[src/rtl/awt_pkg.sv]
// Shared types and constants for the ack-wait table with timers.
// Used by the slot cells, the controller, the top level and the checker.
package awt_pkg;

	// Default table depth
	localparam int SLOTS_DEF = 8;

	// Entry age saturates here; miss count saturates at all ones
	localparam logic [2:0] AGE_MAX = 3'd7;
	localparam logic [7:0] MISS_MAX = 8'hFF;

	typedef enum logic [2:0] {
		ACT_INIT     = 3'd0,
		ACT_ADD      = 3'd1,
		ACT_ACK      = 3'd2,
		ACT_TICK     = 3'd3,
		ACT_SHUTDOWN = 3'd4,
		ACT_CLEAR    = 3'd5
	} action_t;

	typedef enum logic [1:0] {
		ST_OK        = 2'd0,
		ST_NOT_READY = 2'd1,
		ST_NO_SLOT   = 2'd2,
		ST_NO_MATCH  = 2'd3
	} status_t;

	typedef enum logic [1:0] {
		FSM_IDLE,
		FSM_SCAN,
		FSM_APPLY
	} fsm_t;

	// One table entry as it travels round the ring of cells
	typedef struct packed {
		logic        used;
		logic        acked;
		logic [15:0] protocol;
		logic [7:0]  code;
		logic [7:0]  ident;
		logic [7:0]  timer;
		logic [2:0]  age;
	} entry_t;

endpackage

[src/rtl/ack_wait_table_with_timers.sv]
// Top level of the ack-wait table with timers: a ring of slot cells and
// the head controller. Depends on awt_pkg, awt_cell and awt_ctrl.
//
// Usage:
// - A command (action, protocol, code, identifier, wait_ticks) is taken on a
//   rising edge with start high and busy low. busy stays high until the
//   result is shown.
// - The result (status, slot, timeout_flag, timeout_count, expired_count,
//   active_count) is on its ports for one cycle with done high. The receiver
//   cannot stall it; busy drops in that same cycle, so the next command may
//   be taken at the edge that ends it.
// - Entries sit in a ring of SLOTS cells that moves one cell per cycle
//   while busy, past the controller at its head. Every command makes
//   two full turns: a search pass, then an update pass in slot order.
// - Commands do not overlap: the head controller takes a new command only
//   once the result of the last one is shown.
// - Reset empties every slot and clears the timeout flag, miss count, ready
//   and draining state; the table must be initialised before adds.
module ack_wait_table_with_timers import awt_pkg::*; #(
	parameter int SLOTS = SLOTS_DEF,
	localparam int SW = (SLOTS > 1) ? $clog2(SLOTS) : 1,
	localparam int CW = $clog2(SLOTS + 1)
) (
	input  logic          clk,
	input  logic          arst_n,
	input  logic          start,
	output logic          busy,
	input  logic [2:0]    action,
	input  logic [15:0]   protocol,
	input  logic [7:0]    code,
	input  logic [7:0]    identifier,
	input  logic [7:0]    wait_ticks,
	output logic          done,
	output logic [1:0]    status,
	output logic [SW-1:0] slot,
	output logic          timeout_flag,
	output logic [7:0]    timeout_count,
	output logic [CW-1:0] expired_count,
	output logic [CW-1:0] active_count
);

	entry_t cell_q [SLOTS];
	entry_t tail;
	logic   shift;

	// Ring of cells: each takes its upper neighbour, the last takes the
	// rewritten head entry
	for (genvar i = 0; i < SLOTS; i++) begin : g_cell
		entry_t d;
		if (i == SLOTS - 1) begin : g_last
			assign d = tail;
		end else begin : g_mid
			assign d = cell_q[i+1];
		end
		awt_cell u_cell (
			.clk    (clk),
			.arst_n (arst_n),
			.shift  (shift),
			.d      (d),
			.q      (cell_q[i])
		);
	end

	awt_ctrl #(.SLOTS(SLOTS)) u_ctrl (
		.clk           (clk),
		.arst_n        (arst_n),
		.start         (start),
		.action        (action),
		.protocol      (protocol),
		.code          (code),
		.identifier    (identifier),
		.wait_ticks    (wait_ticks),
		.head          (cell_q[0]),
		.tail          (tail),
		.shift         (shift),
		.busy          (busy),
		.done          (done),
		.status        (status),
		.slot          (slot),
		.timeout_flag  (timeout_flag),
		.timeout_count (timeout_count),
		.expired_count (expired_count),
		.active_count  (active_count)
	);

endmodule

[src/rtl/awt_cell.sv]
// One slot cell of the entry ring: holds one entry and takes its
// neighbour's entry on every shift. Depends on awt_pkg.
module awt_cell import awt_pkg::*; (
	input  logic   clk,
	input  logic   arst_n,
	input  logic   shift,
	input  entry_t d,
	output entry_t q
);

	logic        used_q;
	logic        acked_q;
	logic [15:0] protocol_q;
	logic [7:0]  code_q;
	logic [7:0]  ident_q;
	logic [7:0]  timer_q;
	logic [2:0]  age_q;

	// Occupancy bits are cleared by reset
	always_ff @(posedge clk or negedge arst_n) begin
		if (!arst_n) begin
			used_q  <= 1'b0;
			acked_q <= 1'b0;
		end else if (shift) begin
			used_q  <= d.used;
			acked_q <= d.acked;
		end
	end

	// Payload fields, only read while the entry is in use
	always_ff @(posedge clk) begin
		if (shift) begin
			protocol_q <= d.protocol;
			code_q     <= d.code;
			ident_q    <= d.ident;
			timer_q    <= d.timer;
			age_q      <= d.age;
		end
	end

	assign q = '{used: used_q, acked: acked_q, protocol: protocol_q, code: code_q,
		ident: ident_q, timer: timer_q, age: age_q};

endmodule

[src/rtl/awt_ctrl.sv]
// Controller at the head of the entry ring: sequences the search and update
// passes, holds the table-wide state and registers the result. Uses awt_pkg.
module awt_ctrl import awt_pkg::*; #(
	parameter int SLOTS = SLOTS_DEF,
	localparam int SW = (SLOTS > 1) ? $clog2(SLOTS) : 1,
	localparam int CW = $clog2(SLOTS + 1)
) (
	input  logic          clk,
	input  logic          arst_n,
	input  logic          start,
	input  logic [2:0]    action,
	input  logic [15:0]   protocol,
	input  logic [7:0]    code,
	input  logic [7:0]    identifier,
	input  logic [7:0]    wait_ticks,
	input  entry_t        head,
	output entry_t        tail,
	output logic          shift,
	output logic          busy,
	output logic          done,
	output logic [1:0]    status,
	output logic [SW-1:0] slot,
	output logic          timeout_flag,
	output logic [7:0]    timeout_count,
	output logic [CW-1:0] expired_count,
	output logic [CW-1:0] active_count
);

	localparam logic [SW-1:0] LAST = SW'(SLOTS - 1);

	fsm_t          state_q, state_d;
	logic [SW-1:0] step_q;
	action_t       act_q;
	logic [15:0]   proto_q;
	logic [7:0]    code_q, ident_q, wait_q;
	logic          blocked_q;
	logic          found_q;
	logic [SW-1:0] pick_q;
	logic [2:0]    pick_age_q;
	logic [CW-1:0] expired_q, active_q;
	logic          seen_q, ready_q, drain_q;
	logic [7:0]    miss_q;
	logic          done_q;
	status_t       status_q;
	logic [SW-1:0] slot_q;
	logic [CW-1:0] expired_out_q, active_out_q;

	logic          last;
	logic          hit;
	entry_t        upd;
	logic          expire;
	logic [CW-1:0] expired_d, active_d;
	logic          seen_d, ready_d, drain_d;
	logic [7:0]    miss_d;
	status_t       status_d;
	logic [SW-1:0] slot_d;

	assign last = (step_q == LAST);
	assign hit  = head.used && (head.protocol == proto_q) && (head.ident == ident_q);

	// Next state and the rewrite of the entry leaving the head cell
	always_comb begin
		state_d   = state_q;
		upd       = head;
		expire    = 1'b0;
		expired_d = expired_q;
		seen_d    = seen_q;
		miss_d    = miss_q;
		ready_d   = ready_q;
		drain_d   = drain_q;
		unique case (state_q)
			FSM_IDLE: begin
				if (start)
					state_d = FSM_SCAN;
			end
			FSM_SCAN: begin
				if (last)
					state_d = FSM_APPLY;
			end
			FSM_APPLY: begin
				if (last)
					state_d = FSM_IDLE;
				unique case (act_q)
					ACT_INIT: begin
						upd.used  = 1'b0;
						upd.acked = 1'b0;
					end
					ACT_ADD: begin
						if (!blocked_q && found_q) begin
							if (step_q == pick_q) begin
								upd.used     = 1'b1;
								upd.acked    = 1'b0;
								upd.protocol = proto_q;
								upd.code     = code_q;
								upd.ident    = ident_q;
								upd.timer    = (wait_q != 8'd0) ? wait_q : 8'd1;
								upd.age      = 3'd0;
							end else if (head.used && head.age != AGE_MAX) begin
								upd.age = head.age + 3'd1;
							end
						end
					end
					ACT_ACK: begin
						if (!blocked_q && found_q && step_q == pick_q) begin
							upd.acked = 1'b1;
							upd.timer = 8'd1;
						end
					end
					ACT_TICK: begin
						if (head.used) begin
							if (head.timer > 8'd1) begin
								upd.timer = head.timer - 8'd1;
							end else begin
								expire    = 1'b1;
								upd.timer = 8'd0;
								upd.used  = 1'b0;
								upd.acked = 1'b0;
							end
						end
					end
					ACT_SHUTDOWN: begin
						if (!blocked_q && head.used)
							upd.timer = 8'd1;
					end
					default: ;
				endcase
			end
			default: state_d = FSM_IDLE;
		endcase

		// Expiry bookkeeping runs in slot order, one entry per cycle
		if (expire) begin
			expired_d = expired_q + CW'(1);
			if (head.acked) begin
				miss_d = 8'd0;
			end else begin
				seen_d = 1'b1;
				if (miss_q != MISS_MAX)
					miss_d = miss_q + 8'd1;
			end
		end
		active_d = active_q + CW'(upd.used);

		// Table-wide updates at the end of the update pass
		if (state_q == FSM_APPLY && last) begin
			unique case (act_q)
				ACT_INIT: begin
					miss_d  = 8'd0;
					drain_d = 1'b0;
					ready_d = 1'b1;
				end
				ACT_CLEAR: seen_d = 1'b0;
				ACT_SHUTDOWN: begin
					if (!blocked_q) begin
						drain_d = 1'b1;
						if (active_d == '0) begin
							drain_d = 1'b0;
							ready_d = 1'b0;
						end
					end
				end
				ACT_TICK: begin
					if (drain_q && active_d == '0) begin
						drain_d = 1'b0;
						ready_d = 1'b0;
					end
				end
				default: ;
			endcase
		end

		// Result codes
		status_d = ST_OK;
		slot_d   = '0;
		if (blocked_q) begin
			status_d = ST_NOT_READY;
		end else if (act_q == ACT_ADD || act_q == ACT_ACK) begin
			if (found_q)
				slot_d = pick_q;
			else if (act_q == ACT_ADD)
				status_d = ST_NO_SLOT;
			else
				status_d = ST_NO_MATCH;
		end
	end

	// State register and control state
	always_ff @(posedge clk or negedge arst_n) begin
		if (!arst_n) begin
			state_q   <= FSM_IDLE;
			step_q    <= '0;
			act_q     <= ACT_INIT;
			blocked_q <= 1'b0;
			found_q   <= 1'b0;
			expired_q <= '0;
			active_q  <= '0;
			seen_q    <= 1'b0;
			miss_q    <= 8'd0;
			ready_q   <= 1'b0;
			drain_q   <= 1'b0;
			done_q    <= 1'b0;
		end else begin
			state_q <= state_d;
			done_q  <= 1'b0;
			unique case (state_q)
				FSM_IDLE: begin
					if (start) begin
						act_q     <= action_t'(action);
						step_q    <= '0;
						found_q   <= 1'b0;
						expired_q <= '0;
						active_q  <= '0;
						blocked_q <= (action_t'(action) == ACT_ADD ||
							action_t'(action) == ACT_ACK) ? (!ready_q || drain_q) :
							(action_t'(action) == ACT_SHUTDOWN) ? !ready_q : 1'b0;
					end
				end
				FSM_SCAN: begin
					step_q <= last ? '0 : step_q + SW'(1);
					// Search pass: lowest free slot, or newest match
					if (act_q == ACT_ADD && !found_q && !head.used)
						found_q <= 1'b1;
					else if (act_q == ACT_ACK && hit && (!found_q || head.age < pick_age_q))
						found_q <= 1'b1;
				end
				FSM_APPLY: begin
					step_q    <= last ? '0 : step_q + SW'(1);
					expired_q <= expired_d;
					active_q  <= active_d;
					seen_q    <= seen_d;
					miss_q    <= miss_d;
					ready_q   <= ready_d;
					drain_q   <= drain_d;
					done_q    <= last;
				end
				default: ;
			endcase
		end
	end

	// Operands and search results
	always_ff @(posedge clk) begin
		if (state_q == FSM_IDLE && start) begin
			proto_q <= protocol;
			code_q  <= code;
			ident_q <= identifier;
			wait_q  <= wait_ticks;
		end
		if (state_q == FSM_SCAN) begin
			if ((act_q == ACT_ADD && !found_q && !head.used) ||
				(act_q == ACT_ACK && hit && (!found_q || head.age < pick_age_q))) begin
				pick_q     <= step_q;
				pick_age_q <= head.age;
			end
		end
	end

	// Result register
	always_ff @(posedge clk) begin
		if (state_q == FSM_APPLY && last) begin
			status_q      <= status_d;
			slot_q        <= slot_d;
			expired_out_q <= expired_d;
			active_out_q  <= active_d;
		end
	end

	assign tail          = upd;
	assign shift         = (state_q != FSM_IDLE);
	assign busy          = (state_q != FSM_IDLE);
	assign done          = done_q;
	assign status        = status_q;
	assign slot          = slot_q;
	assign timeout_flag  = seen_q;
	assign timeout_count = miss_q;
	assign expired_count = expired_out_q;
	assign active_count  = active_out_q;

endmodule

[config.mk]
export PLATFORM = sky130hd
export DESIGN_NAME = ack_wait_table_with_timers
export DESIGN_NICKNAME = d
export VERILOG_FILES = /design/src/rtl/awt_pkg.sv /design/src/rtl/ack_wait_table_with_timers.sv /design/src/rtl/awt_cell.sv /design/src/rtl/awt_ctrl.sv
export SDC_FILE = /design/constraint.sdc
export NUM_CORES = 1
export LEC_CHECK = 0
export ABC_AREA = 1
export BUFFER_PORTS_ARGS = -buffer_cell sky130_fd_sc_hd__buf_4
export CAP_MARGIN = 20
export CORE_ASPECT_RATIO = 1.4
export CORE_MARGIN = 5
export CORE_UTILIZATION = 45
export CTS_BUF_LIST = sky130_fd_sc_hd__clkbuf_4 sky130_fd_sc_hd__clkbuf_8
export DETAILED_ROUTE_END_ITERATION = 10
export SYNTH_ARGS = -nofsm -noshare
export SYNTH_HDL_FRONTEND = slang
export SYNTH_SLANG_ARGS = --single-unit
[constraint.sdc]
create_clock -name clk -period 13.8 [get_ports clk]
set_input_delay 2.76 -clock clk [delete_from_list [all_inputs] [get_ports clk]]
set_output_delay 2.76 -clock clk [all_outputs]
set_load 0.1 [all_outputs]
==> flow_metrics.tcl <==
set metrics [dict create \
    die_h_microns 218 \
    cts_tree "done" \
    dieArea_sq_um 34400 \
    grt_max_degree 203 \
    worst_slew_pin_slew_ns 1.30 \
    pwr-share-seq_pct 60.1 \
    firstDrtPassIters 4 \
    path_clk_slew_ns 0.06 \
    critPathBufInv 3 \
    timing.rr.end "u_ctrl.drain_q$_DFFE_PN0P_" \
    syn_to_final_growth_pct 14.5 \
    wl_microns 22500 \
    syn_nets 1026 \
    startpoint_type "flip-flop" \
    drive_above_1_share_pct 15.8 \
    port-buffer-count 61 \
    synth.area.top_cells "edfxtp_1, dfrtp_1, nand2_1" \
    rsz0062_at_grt "false" \
    crit_path_max_fanout 103 \
    leakage_nw 6.27 \
    cpPeakStageDelay_ns 0.57 \
    gp_congestion 0.815 \
    ir_drop_mv 0.166 \
    power_switching_mw 1.04 \
    clkPwrFrac_pct 23.6 \
    nNetsFinal 1135 \
    cts.htree.levels 2 \
    critPathCapture "busy" \
    hp-class "reg2reg" \
    setup-violations-final 0 \
    crit_chain "inv_1 -> ha_1 -> inv_8 -> buf_4" \
    ys_seq_area_share_pct 80.1 \
    ctsLongestPathBuffers 3 \
    cts_sinks 377 \
    synth_top_area_share_pct 71.8 \
    postCtsResizedCells 0 \
    r2r-start "u_ctrl.state_q[0]$_DFFE_PN0P_" \
    combPwrFrac_pct 16.3 \
    synth_area_sq_um 13900 \
    ys_ff_latch 377 \
    fmax_mhz 189 \
    p_per_area_nw_per_um2 230 \
    viasPerCell 4.81 \
    critical_path_class "reg2out" \
    num_vias 7249 \
    synth_area_per_cell_sq_um 14.4 \
    die_x_microns 158 \
    rows 76 \
    pin_count 70 \
    dp_cells 1406 \
    clock_latency_ns 0.59 \
    critPathCaptureType "output port" \
    diodes 0 \
    slew_violations 0 \
    numCtsBuffers 56 \
    cell_internal_pwr_mw 2.61 \
    yosysWarnings 0 \
    setup-tns-final_ns 0 \
    cp_data_required_time_ns 11.04 \
    critPathTopFamily "buffers and inverters" \
    syn_inst 965 \
    grtUsageTotal_pct 13.4 \
    period_share_pct 38.4 \
    period_needed_ns 5.29 \
    grt_pass1_wl_microns 36600 \
    post_cts_buffers 0 \
    slowest_stage "inv_8" \
    cap_violations 0 \
    hpwlAfterDp_microns 13800 \
    grt_pass1_vias 7318 \
    grt_overflow 0 \
    arrival_ns 2.53 \
    first_iter_violations 382 \
    sw_frac_of_total_pct 28.4 \
    core_sq_um 30600 \
    synth_area_leader_cell "edfxtp_1" \
    ant_nets 0 \
    r2r_slack_ns 10.18 \
    relSlewSlack_pct 13.4 \
    skew_ns 0.0229 \
    outcome "finished, final reports clean" \
    report.final.hold_viol_count 0 \
    postCtsHoldBufs 0 \
    drc 0 \
    cts_root_buffer "clkbuf_8" \
    setup.worst_path.start "u_ctrl.state_q[0]$_DFFE_PN0P_" \
    reg2regPathDepth 14 \
    antenna_found_initial 0 \
    start_util_pct 45.2 \
    wl_per_cell_microns 14.9 \
    crit_cells 4 \
    synth_cell_types 41 \
    finalNonFillerCells 1507 \
]
-- worst reg2reg max path: stages (launching register included) --
cell and delay [ns]:
dfrtp_1 0.40, inv_1 0.09, ha_1 0.32, inv_1 0.31, nor2_1 0.26, nand2_1 0.09, o21ai_0 0.29, nand2_1 0.13
ha_1 0.24, ha_1 0.22, xnor2_1 0.25, nand4_1 0.24, o21ai_0 0.35, nand2_1 0.13, o21ai_0 0.20
-- stage by stage --
step / instance area, sq um / power, mW / utilization (%) / setup WS (ns) / hold slack (ns)
3_3_place_gp: 14800 / 2.80 / 48.3 / 9.14 / 0.400
5_1_grt: 15900 / 3.88 / 51.8 / 8.30 / 0.418
4_1_cts: 15900 / 3.72 / 51.8 / 8.43 / 0.413
2_1_floorplan: 13900 / 2.73 / - / 1.74 / 0.400
3_5_place_dp: 14800 / 2.82 / 48.3 / 9.09 / 0.405
6_report: 15900 / 3.65 / 51.8 / 8.51 / 0.411
-- worst min-delay path by stage --
stage                     slack [ns]                                 startpoint                                        end  cells past startpoint
after floorplan                 0.40        g_cell[1].u_cell.age_q[0]$_DFFE_PN_        g_cell[0].u_cell.age_q[0]$_DFFE_PN_                      0
after global placement          0.40  g_cell[5].u_cell.protocol_q[10]$_DFFE_PN_  g_cell[4].u_cell.protocol_q[10]$_DFFE_PN_                      0
after detailed placement        0.40  g_cell[3].u_cell.protocol_q[11]$_DFFE_PN_  g_cell[2].u_cell.protocol_q[11]$_DFFE_PN_                      0
after CTS                       0.41        g_cell[3].u_cell.age_q[2]$_DFFE_PN_        g_cell[2].u_cell.age_q[2]$_DFFE_PN_                      0
after global routing            0.42      g_cell[6].u_cell.timer_q[6]$_DFFE_PN_      g_cell[5].u_cell.timer_q[6]$_DFFE_PN_                      0
final                           0.41  g_cell[3].u_cell.protocol_q[11]$_DFFE_PN_  g_cell[2].u_cell.protocol_q[11]$_DFFE_PN_                      0
-- metal layers --
layer  share of wire (%)  track usage [%]  routed length, microns
met1                  44             18.1                   10000
met2                  47             21.0                   10600
met3                 5.1             3.10                    1140
met4                 3.6             5.80                     804
met5                   0                0                       0
-- cell families (layout without fill, tap and decap cells) --
group	after synthesis	in the layout	synth area share (%)
AOI/OAI and AO/OA	87	87	3.45
xor gates and xnor gates	18	18	1.14
adders and majority gates	15	15	1.35
buffers and inverters	109	261	3.05
DFF	377	377	80.1
muxes	1	1	0.0723
and+or+nand+nor	358	358	10.9
-- power groups by stage --
| stage | Sequential (mW) | Combinational (mW) | Clock [mW] |
|---|---|---|---|
| 2_1_floorplan | 2.30 | 0.437 | 0 |
| 3_3_place_gp | 2.20 | 0.599 | 0 |
| 3_5_place_dp | 2.21 | 0.613 | 0 |
| 4_1_cts | 2.20 | 0.613 | 0.903 |
| 5_1_grt | 2.25 | 0.680 | 0.952 |
| 6_report | 2.19 | 0.596 | 0.861 |
-- cell type report --
class / instances / area [sq um]
flip-flops and latches: 377 / 11100
clock inverters: 17 / 76.3
inverters: 96 / 368
multi-input cells: 479 / 2340
fillers: 2646 / 14800
well taps: 390 / 488
clock buffers: 84 / 1010
repair buffers: 64 / 493
-- synthesized netlist by cell type (all sizes together) --
library cell and instances:
nand3b 2, nand2 249, o31ai 1, o21a 1, nand3 41, o22ai 1, or2 2, o211ai 2
a31oi 3, edfxtp 331, o21ai 60, a22oi 4, ha 15, and2 1, inv 96, buf 6
nand4 4, nor2 49, clkbuf 7, dfrtp 46, a21oi 13, xor2 9, o21bai 1, a31o 1
mux2i 1, nor3 9, xnor2 9, nor4 1
-- layout by cell type (no fill, tap or decap), drive strengths merged, types with 3 or more instances in the layout --
cell type    n
buf         64
o21ai       60
dfrtp       46
xnor2        9
nand4        4
xor2         9
nand3       41
nor2        49
a21oi       13
nand2      249
nor3         9
edfxtp     331
clkbuf      84
clkinv      17
a31oi        3
a22oi        4
ha          15
inv         96
-- registers in the layout, summed over array words and instances, names as in the netlist, 4 cells and up --
name,count
g_cell.u_cell.acked_q,8
g_cell.u_cell.ident_q,64
g_cell.u_cell.age_q,24
u_ctrl.expired_q,4
g_cell.u_cell.timer_q,64
u_ctrl.active_q,4
g_cell.u_cell.used_q,8
u_ctrl.expired_count,4
u_ctrl.proto_q,16
u_ctrl.active_count,4
u_ctrl.timeout_count,8
g_cell.u_cell.protocol_q,128
u_ctrl.wait_q,8
u_ctrl.ident_q,8
Note: power is estimated with default switching activity, not from simulation.
